$ cat src/hw/rtl/smpq_pkg.sv
// Shared types and constants for the sorted minimum priority queue.
// Holds the request and response words, the status codes and the cell command.
// Depends on nothing.
`default_nettype none

package smpq_pkg;

    localparam int VALUE_WIDTH = 32;
    localparam int COUNT_WIDTH = 5;
    localparam int CAPACITY_DEFAULT = 16;

    typedef logic signed [VALUE_WIDTH-1:0] value_t;

    typedef enum logic
    {
        REQ_INSERT = 1'b0,
        REQ_REMOVE = 1'b1
    } req_type_t;

    typedef enum logic [1:0]
    {
        ST_OK    = 2'd0,
        ST_EMPTY = 2'd1,
        ST_FULL  = 2'd2
    } status_t;

    typedef struct packed
    {
        req_type_t req_type;
        value_t    value;
    } req_word_t;

    typedef struct packed
    {
        status_t                status;
        value_t                 removed_value;
        value_t                 front_value;
        logic [COUNT_WIDTH-1:0] entry_count;
        logic                   queue_empty;
    } rsp_word_t;

    typedef struct packed
    {
        logic   ins;
        logic   rem;
        value_t value;
    } cell_cmd_t;

endpackage

`default_nettype wire

$ cat src/hw/rtl/smpq_cell.sv
// One slot of the sorted row: holds a value and compares it with the request.
// On insert it keeps, takes the new value or takes its left neighbor's value.
// On remove it takes its right neighbor's value. Depends on smpq_pkg.
`default_nettype none

module smpq_cell
(
    input  wire logic                clk,
    input  wire smpq_pkg::cell_cmd_t cmd,
    input  wire logic                occupied,
    input  wire smpq_pkg::value_t    prev_entry,
    input  wire logic                prev_lt,
    input  wire smpq_pkg::value_t    next_entry,
    output smpq_pkg::value_t         entry,
    output logic                     lt
);

    smpq_pkg::value_t entry_reg;
    smpq_pkg::value_t entry_next;

    assign lt    = occupied && (entry_reg < cmd.value);
    assign entry = entry_reg;

    always_comb
    begin
        entry_next = entry_reg;
        if (cmd.ins)
        begin
            if (lt)
            begin
                entry_next = entry_reg;
            end
            else if (prev_lt)
            begin
                entry_next = cmd.value;
            end
            else
            begin
                entry_next = prev_entry;
            end
        end
        else if (cmd.rem)
        begin
            entry_next = next_entry;
        end
    end

    always_ff @(posedge clk)
    begin
        entry_reg <= entry_next;
    end

endmodule

`default_nettype wire

$ cat src/hw/rtl/sorted_min_priority_queue_top.sv
// Top level of the sorted minimum priority queue: a row of smpq_cell slots,
// the fill count and the registered response word. Depends on smpq_pkg and smpq_cell.
//
//   channel  dir  handshake           word
//   req      in   req_valid/req_stall req (req_word_t)
//   rsp      out  rsp_valid/rsp_stall rsp (rsp_word_t)
//
// All cells update in parallel at the accepting edge unless the queue is full on insert
// or empty on remove; the response is registered there, visible in the next cycle.
// A new request is accepted in every cycle unless a pending response is stalled.
// Reset clears the fill count and the response valid; the stored values are not cleared.
`default_nettype none

module sorted_min_priority_queue_top
#(
    parameter int CAPACITY = smpq_pkg::CAPACITY_DEFAULT
)
(
    input  wire logic                clk,
    input  wire logic                rst_n,
    input  wire logic                req_valid,
    output logic                     req_stall,
    input  wire smpq_pkg::req_word_t req,
    output logic                     rsp_valid,
    input  wire logic                rsp_stall,
    output smpq_pkg::rsp_word_t      rsp
);

    localparam int CW = $clog2(CAPACITY + 1);

    logic [CW-1:0]       count_reg;
    logic [CW-1:0]       count_next;
    logic                rsp_valid_reg;
    smpq_pkg::rsp_word_t rsp_reg;
    smpq_pkg::rsp_word_t rsp_next;

    logic                acc;
    logic                is_ins;
    logic                full;
    logic                empty;
    logic                ins_ok;
    logic                rem_ok;
    smpq_pkg::cell_cmd_t cmd;

    smpq_pkg::value_t    entries [CAPACITY];
    logic                lt      [CAPACITY];

    assign req_stall = rsp_valid_reg && rsp_stall;
    assign acc       = req_valid && !req_stall;
    assign is_ins    = (req.req_type == smpq_pkg::REQ_INSERT);
    assign full      = (count_reg == CW'(CAPACITY));
    assign empty     = (count_reg == '0);
    assign ins_ok    = acc && is_ins && !full;
    assign rem_ok    = acc && !is_ins && !empty;

    assign cmd.ins   = ins_ok;
    assign cmd.rem   = rem_ok;
    assign cmd.value = req.value;

    for (genvar i = 0; i < CAPACITY; i++)
    begin : g_cell
        smpq_pkg::value_t prev_entry;
        logic             prev_lt;
        smpq_pkg::value_t next_entry;

        if (i == 0)
        begin : g_first
            assign prev_entry = req.value;
            assign prev_lt    = 1'b1;
        end
        else
        begin : g_mid
            assign prev_entry = entries[i-1];
            assign prev_lt    = lt[i-1];
        end

        if (i == CAPACITY - 1)
        begin : g_last
            assign next_entry = entries[i];
        end
        else
        begin : g_inner
            assign next_entry = entries[i+1];
        end

        smpq_cell u_cell
        (
            .clk        (clk),
            .cmd        (cmd),
            .occupied   (count_reg > CW'(i)),
            .prev_entry (prev_entry),
            .prev_lt    (prev_lt),
            .next_entry (next_entry),
            .entry      (entries[i]),
            .lt         (lt[i])
        );
    end

    always_comb
    begin
        count_next = count_reg;
        if (ins_ok)
        begin
            count_next = count_reg + CW'(1);
        end
        else if (rem_ok)
        begin
            count_next = count_reg - CW'(1);
        end
    end

    always_comb
    begin
        rsp_next.status        = smpq_pkg::ST_OK;
        rsp_next.removed_value = '0;
        rsp_next.front_value   = empty ? '1 : entries[0];
        if (is_ins)
        begin
            if (full)
            begin
                rsp_next.status = smpq_pkg::ST_FULL;
            end
            else if (empty || !lt[0])
            begin
                rsp_next.front_value = req.value;
            end
        end
        else
        begin
            if (empty)
            begin
                rsp_next.status = smpq_pkg::ST_EMPTY;
            end
            else
            begin
                rsp_next.removed_value = entries[0];
                rsp_next.front_value   = (count_reg > CW'(1)) ? entries[1] : '1;
            end
        end
        rsp_next.entry_count = smpq_pkg::COUNT_WIDTH'(count_next);
        rsp_next.queue_empty = (count_next == '0);
    end

    always_ff @(posedge clk or negedge rst_n)
    begin
        if (!rst_n)
        begin
            count_reg     <= '0;
            rsp_valid_reg <= 1'b0;
        end
        else
        begin
            count_reg <= count_next;
            if (acc)
            begin
                rsp_valid_reg <= 1'b1;
            end
            else if (!rsp_stall)
            begin
                rsp_valid_reg <= 1'b0;
            end
        end
    end

    always_ff @(posedge clk)
    begin
        if (acc)
        begin
            rsp_reg <= rsp_next;
        end
    end

    assign rsp_valid = rsp_valid_reg;
    assign rsp       = rsp_reg;

    a_count_bound: assert property (@(posedge clk) disable iff (!rst_n)
        count_reg <= CW'(CAPACITY))
        else $error("fill count above capacity");

    a_insert_grows: assert property (@(posedge clk) disable iff (!rst_n)
        ins_ok |=> count_reg == $past(count_reg) + CW'(1))
        else $error("insert did not grow the fill count");

    a_front_sorted: assert property (@(posedge clk) disable iff (!rst_n)
        count_reg > CW'(1) |-> !(entries[1] < entries[0]))
        else $error("first two slots out of order");

    a_empty_status: assert property (@(posedge clk) disable iff (!rst_n)
        rsp_valid_reg && rsp_reg.status == smpq_pkg::ST_EMPTY |-> rsp_reg.queue_empty)
        else $error("empty status on a response with stored words");

endmodule

`default_nettype wire
$ cat config.mk
export PLATFORM = sky130hd
export DESIGN_NAME = sorted_min_priority_queue_top
export DESIGN_NICKNAME = d
export VERILOG_FILES = /design/src/hw/rtl/smpq_pkg.sv /design/src/hw/rtl/smpq_cell.sv /design/src/hw/rtl/sorted_min_priority_queue_top.sv
export SDC_FILE = /design/constraint.sdc
export NUM_CORES = 2
export LEC_CHECK = 0
export ABC_AREA = 1
export BUFFER_PORTS_ARGS = -buffer_cell sky130_fd_sc_hd__buf_2
export CAP_MARGIN = 20
export CORE_MARGIN = 4
export CORE_UTILIZATION = 56
export DETAILED_ROUTE_END_ITERATION = 10
export PLACE_DENSITY = 0.78
export SKIP_LAST_GASP = 1
export SLEW_MARGIN = 20
export SYNTH_ARGS = -nofsm -noshare
export SYNTH_HDL_FRONTEND = slang
export SYNTH_HIERARCHICAL = 1
export SYNTH_SLANG_ARGS = --single-unit
$ cat constraint.sdc
create_clock -name clk -period 4.9 [get_ports clk]
set_clock_uncertainty 0.1 [all_clocks]
set_input_delay 0 -clock clk [delete_from_list [all_inputs] [get_ports clk]]
set_output_delay 0 -clock clk [all_outputs]
set_load 0.03 [all_outputs]
==> impl_results.rst <==
.. list-table::
   :header-rows: 1

   * - Metric
     - Value
   * - Max Fclk
     - 244.2 MHz
   * - CP required
     - between 5 and 6 ns
   * - Clock Sinks
     - 590
   * - Cell mode on critical path
     - sky130_fd_sc_hd__nand2_1
   * - Placed cell areas
     - 44380 µm²
   * - Clk_lat worst skew
     - 0.63 ns
   * - Element type at the critical path start
     - primary input
   * - Power per cell area
     - roughly 420 nW/µm²
   * - Leading cell type in the layout, fill and taps excluded
     - sky130_fd_sc_hd__nand2_1
   * - Core Box Area
     - 75820 µm²
   * - Clock buffers created by TritonCTS
     - just under 70
   * - Hold wc startpoint
     - req[4]
   * - Commonest cells after routing, fill and taps aside
     - 1134 x sky130_fd_sc_hd__nand2_1, 1028 x sky130_fd_sc_hd__o21ai_0, 699 x sky130_fd_sc_hd__inv_1
   * - Total half-perimeter wirelength after legalization and detailed placement
     - 85740 µm
   * - Ratio of cells with drive above 1 in the final layout
     - 7.742%
   * - Final setup TNS
     - 0 ns
   * - Worst Setup Slack, final
     - 0.8042 ns
   * - Final core utilization
     - 61.86%
   * - Number of global-route vias before repair
     - 37090
   * - Critical path's top delay family
     - buffers and inverters
   * - Gr ovfl total
     - 0
   * - Max Cap Violations
     - 0
   * - Pin count of the biggest net entering global routing
     - about 160
   * - H-Tree Depth
     - 3
   * - Die Area
     - 80820 µm²
   * - Post-synthesis instance total
     - 5441
   * - Die X
     - 284.3 µm
   * - Hold path cells
     - 3
   * - Cell with the largest stage delay on the worst path
     - sky130_fd_sc_hd__clkinv_1
   * - Post-Place Setup Slack
     - about 1.2 ns
   * - Critical path, cell by cell
     - dlygate4sd3_1, buf_2, buf_4, inv_1, ha_1, nand2_1, nor2_1, nor3_2, nand2_1, nand2_1, nand2_1, nand2_1, nand2_1, nand2_1, nand3_2, inv_1, buf_4, clkinv_1, nor2_1, o21ai_0
   * - Via count of the routed design
     - roughly 38000
   * - Delay of the slowest cell on the worst path
     - 0.88 ns
   * - I/O pin cnt
     - between 100 and 150
   * - Routed Antenna Nets
     - 0
   * - Area of all placed cells without fillers
     - 46910 µm²
   * - Flip-flop count of the largest register after layout
     - 512
   * - Number of buffer cells added on primary ports
     - 110
   * - Number of antenna violations at the first check in global routing
     - 5
   * - Clock root buffer
     - sky130_fd_sc_hd__clkbuf_16
   * - Number of warnings issued by yosys
     - 6
   * - Capture point of the worst reg-to-reg path
     - g_cell[14].u_cell/entry[5]$_DFFE_PP_
   * - Final worst-path cycle share
     - 83.59%
   * - Standard-cell row count
     - roughly 100
   * - Reg-to-reg slack, setup
     - 0.86 ns
   * - Iteration-0 DRC Markers
     - 3374
   * - Worst IR drop on VDD
     - ~0.32 mV
   * - Routability congestion estimate from global placement
     - 0.8898
   * - Setup repair after global routing missed its margin
     - no
   * - Final Hold Fails
     - 0
   * - Max-slew violation total from the final report
     - 0
   * - Drt total wl
     - 117100 µm
   * - Clock input transition at the sequential cells of the worst setup and hold paths
     - 0.06 ns
   * - Worst-case reg-to-reg path depth
     - 10
   * - Actual transition at the worst max-transition pin
     - 1.091 ns
   * - Via-to-Cell Ratio
     - 5.788
   * - Signal arrival time at the worst endpoint
     - 4.34 ns
   * - Routed length per placed instance
     - ~18 µm
   * - Critical Path Sink Type
     - register
   * - Final setup violation count
     - 0
   * - Vertical extent of the die
     - around 280 µm
   * - Worst hold-check path type
     - primary input to register
   * - Final worst path period need
     - between 4 and 5 ns
   * - Critical register-to-register path startpoint
     - count_reg[2]$_DFF_PN0_
   * - Global-route wire length before repair
     - 189500 µm
   * - Effective utilization at floorplan
     - a little under three fifths
   * - Worst hold path endpoint
     - g_cell[8].u_cell/entry[4]$_DFFE_PP_
   * - Cell area after technology mapping
     - between 40000 and 50000 µm²
   * - Type of the worst setup path
     - primary input to register
   * - Overall fraction of global-route tracks in use
     - 28.18%
   * - Layout area overhead
     - 9.726%
   * - Clock tree from TritonCTS
     - done
   * - Max-Slew Margin vs Limit
     - 27.18%
   * - Maximum root-to-sink buffer count
     - 3
   * - Synthesized area divided by synthesized cell count
     - 7.857 µm²
   * - Number of remaining DRC errors
     - 0
   * - Worst-path fanout max
     - 33
   * - Initial DRT Pass Iterations
     - 8
   * - Postcts setup bufs
     - 0
   * - Run status
     - complete, no violations
   * - Buf/Inv on CP
     - 7
   * - Power Total
     - approximately 20 mW
   * - Post-layout net count
     - 6067
   * - Standby leakage power
     - 22.03 nW
[final cells by class]
cell class / count / area, µm²
Fill cell: 6341 / 28920
Multi-Input combinational cell: 3904 / 21430
Sequential cell: 590 / 17690
Inverter: 740 / 2785
Clock buffer: 84 / 1856
Timing Repair Buffer: 223 / 1481
Tap cell: 978 / 1224
Clock inverter: 39 / 440.4
Antenna cell: 2 / 5.005
[metrics by stage]
| step | hold WS, ns | cells |
|---|---|---|
| after CTS | 0.007916 | 6557 |
| final | 0.03744 | 6560 |
| after floorplan | -0.3956 | 5446 |
| after global placement | -0.2687 | 6414 |
| after global routing | 0.05971 | 6559 |
| after detailed placement | -0.2703 | 6414 |
[report_power, final]
group	switching, mW	total, mW	internal, mW
sequential	0.801	7.67	6.87
clock	2.21	5.30	3.09
combinational	4.73	6.77	2.03
[worst max path at each step]
stage          slack [ns]                                     to                   start  depth (start not counted)
2_1_floorplan        0.76    g_cell[0].u_cell/entry[0]$_DFFE_PP_  count_reg[0]$_DFF_PN0_                          9
3_3_place_gp         1.31  g_cell[14].u_cell/entry[23]$_DFFE_PP_                  req[6]                         19
3_5_place_dp         1.21  g_cell[14].u_cell/entry[17]$_DFFE_PP_                  req[6]                         18
4_1_cts              1.22   g_cell[14].u_cell/entry[5]$_DFFE_PP_                  req[6]                         19
5_1_grt              0.50   g_cell[14].u_cell/entry[0]$_DFFE_PP_                  req[6]                         20
6_report             0.80   g_cell[14].u_cell/entry[5]$_DFFE_PP_                  req[6]                         20
[per-layer routing]
layer | part of all wire, % | GRT usage (%) | wire length [µm]
met1 | 40 | 35.30 | 46300
met2 | 49 | 49.64 | 57330
met3 | 7.8 | 3.905 | 9133
met4 | 3.7 | 10.65 | 4279
met5 | 0.035 | 0 | 41
[what timing repair did]
| item | 4_1_cts | 5_1_grt |
|---|---|---|
| hold buffers | 20 | 0 |
| endpoints found under the hold margin | 94 | 0 |
| gates resized for setup | 0 | 0 |
[worst reg2reg max path, stage by stage, from the launching register on]
cell and delay, ns:
sky130_fd_sc_hd__dfrtp_1 0.57, sky130_fd_sc_hd__nand2_1 0.16, sky130_fd_sc_hd__inv_1 0.10, sky130_fd_sc_hd__nand2_1 0.07
sky130_fd_sc_hd__o21ai_0 0.79, sky130_fd_sc_hd__nand3_2 0.16, sky130_fd_sc_hd__inv_1 0.10, sky130_fd_sc_hd__buf_4 0.31
sky130_fd_sc_hd__clkinv_1 0.89, sky130_fd_sc_hd__nor2_1 0.38, sky130_fd_sc_hd__o21ai_0 0.16
(Power assumes the default switching activity.)
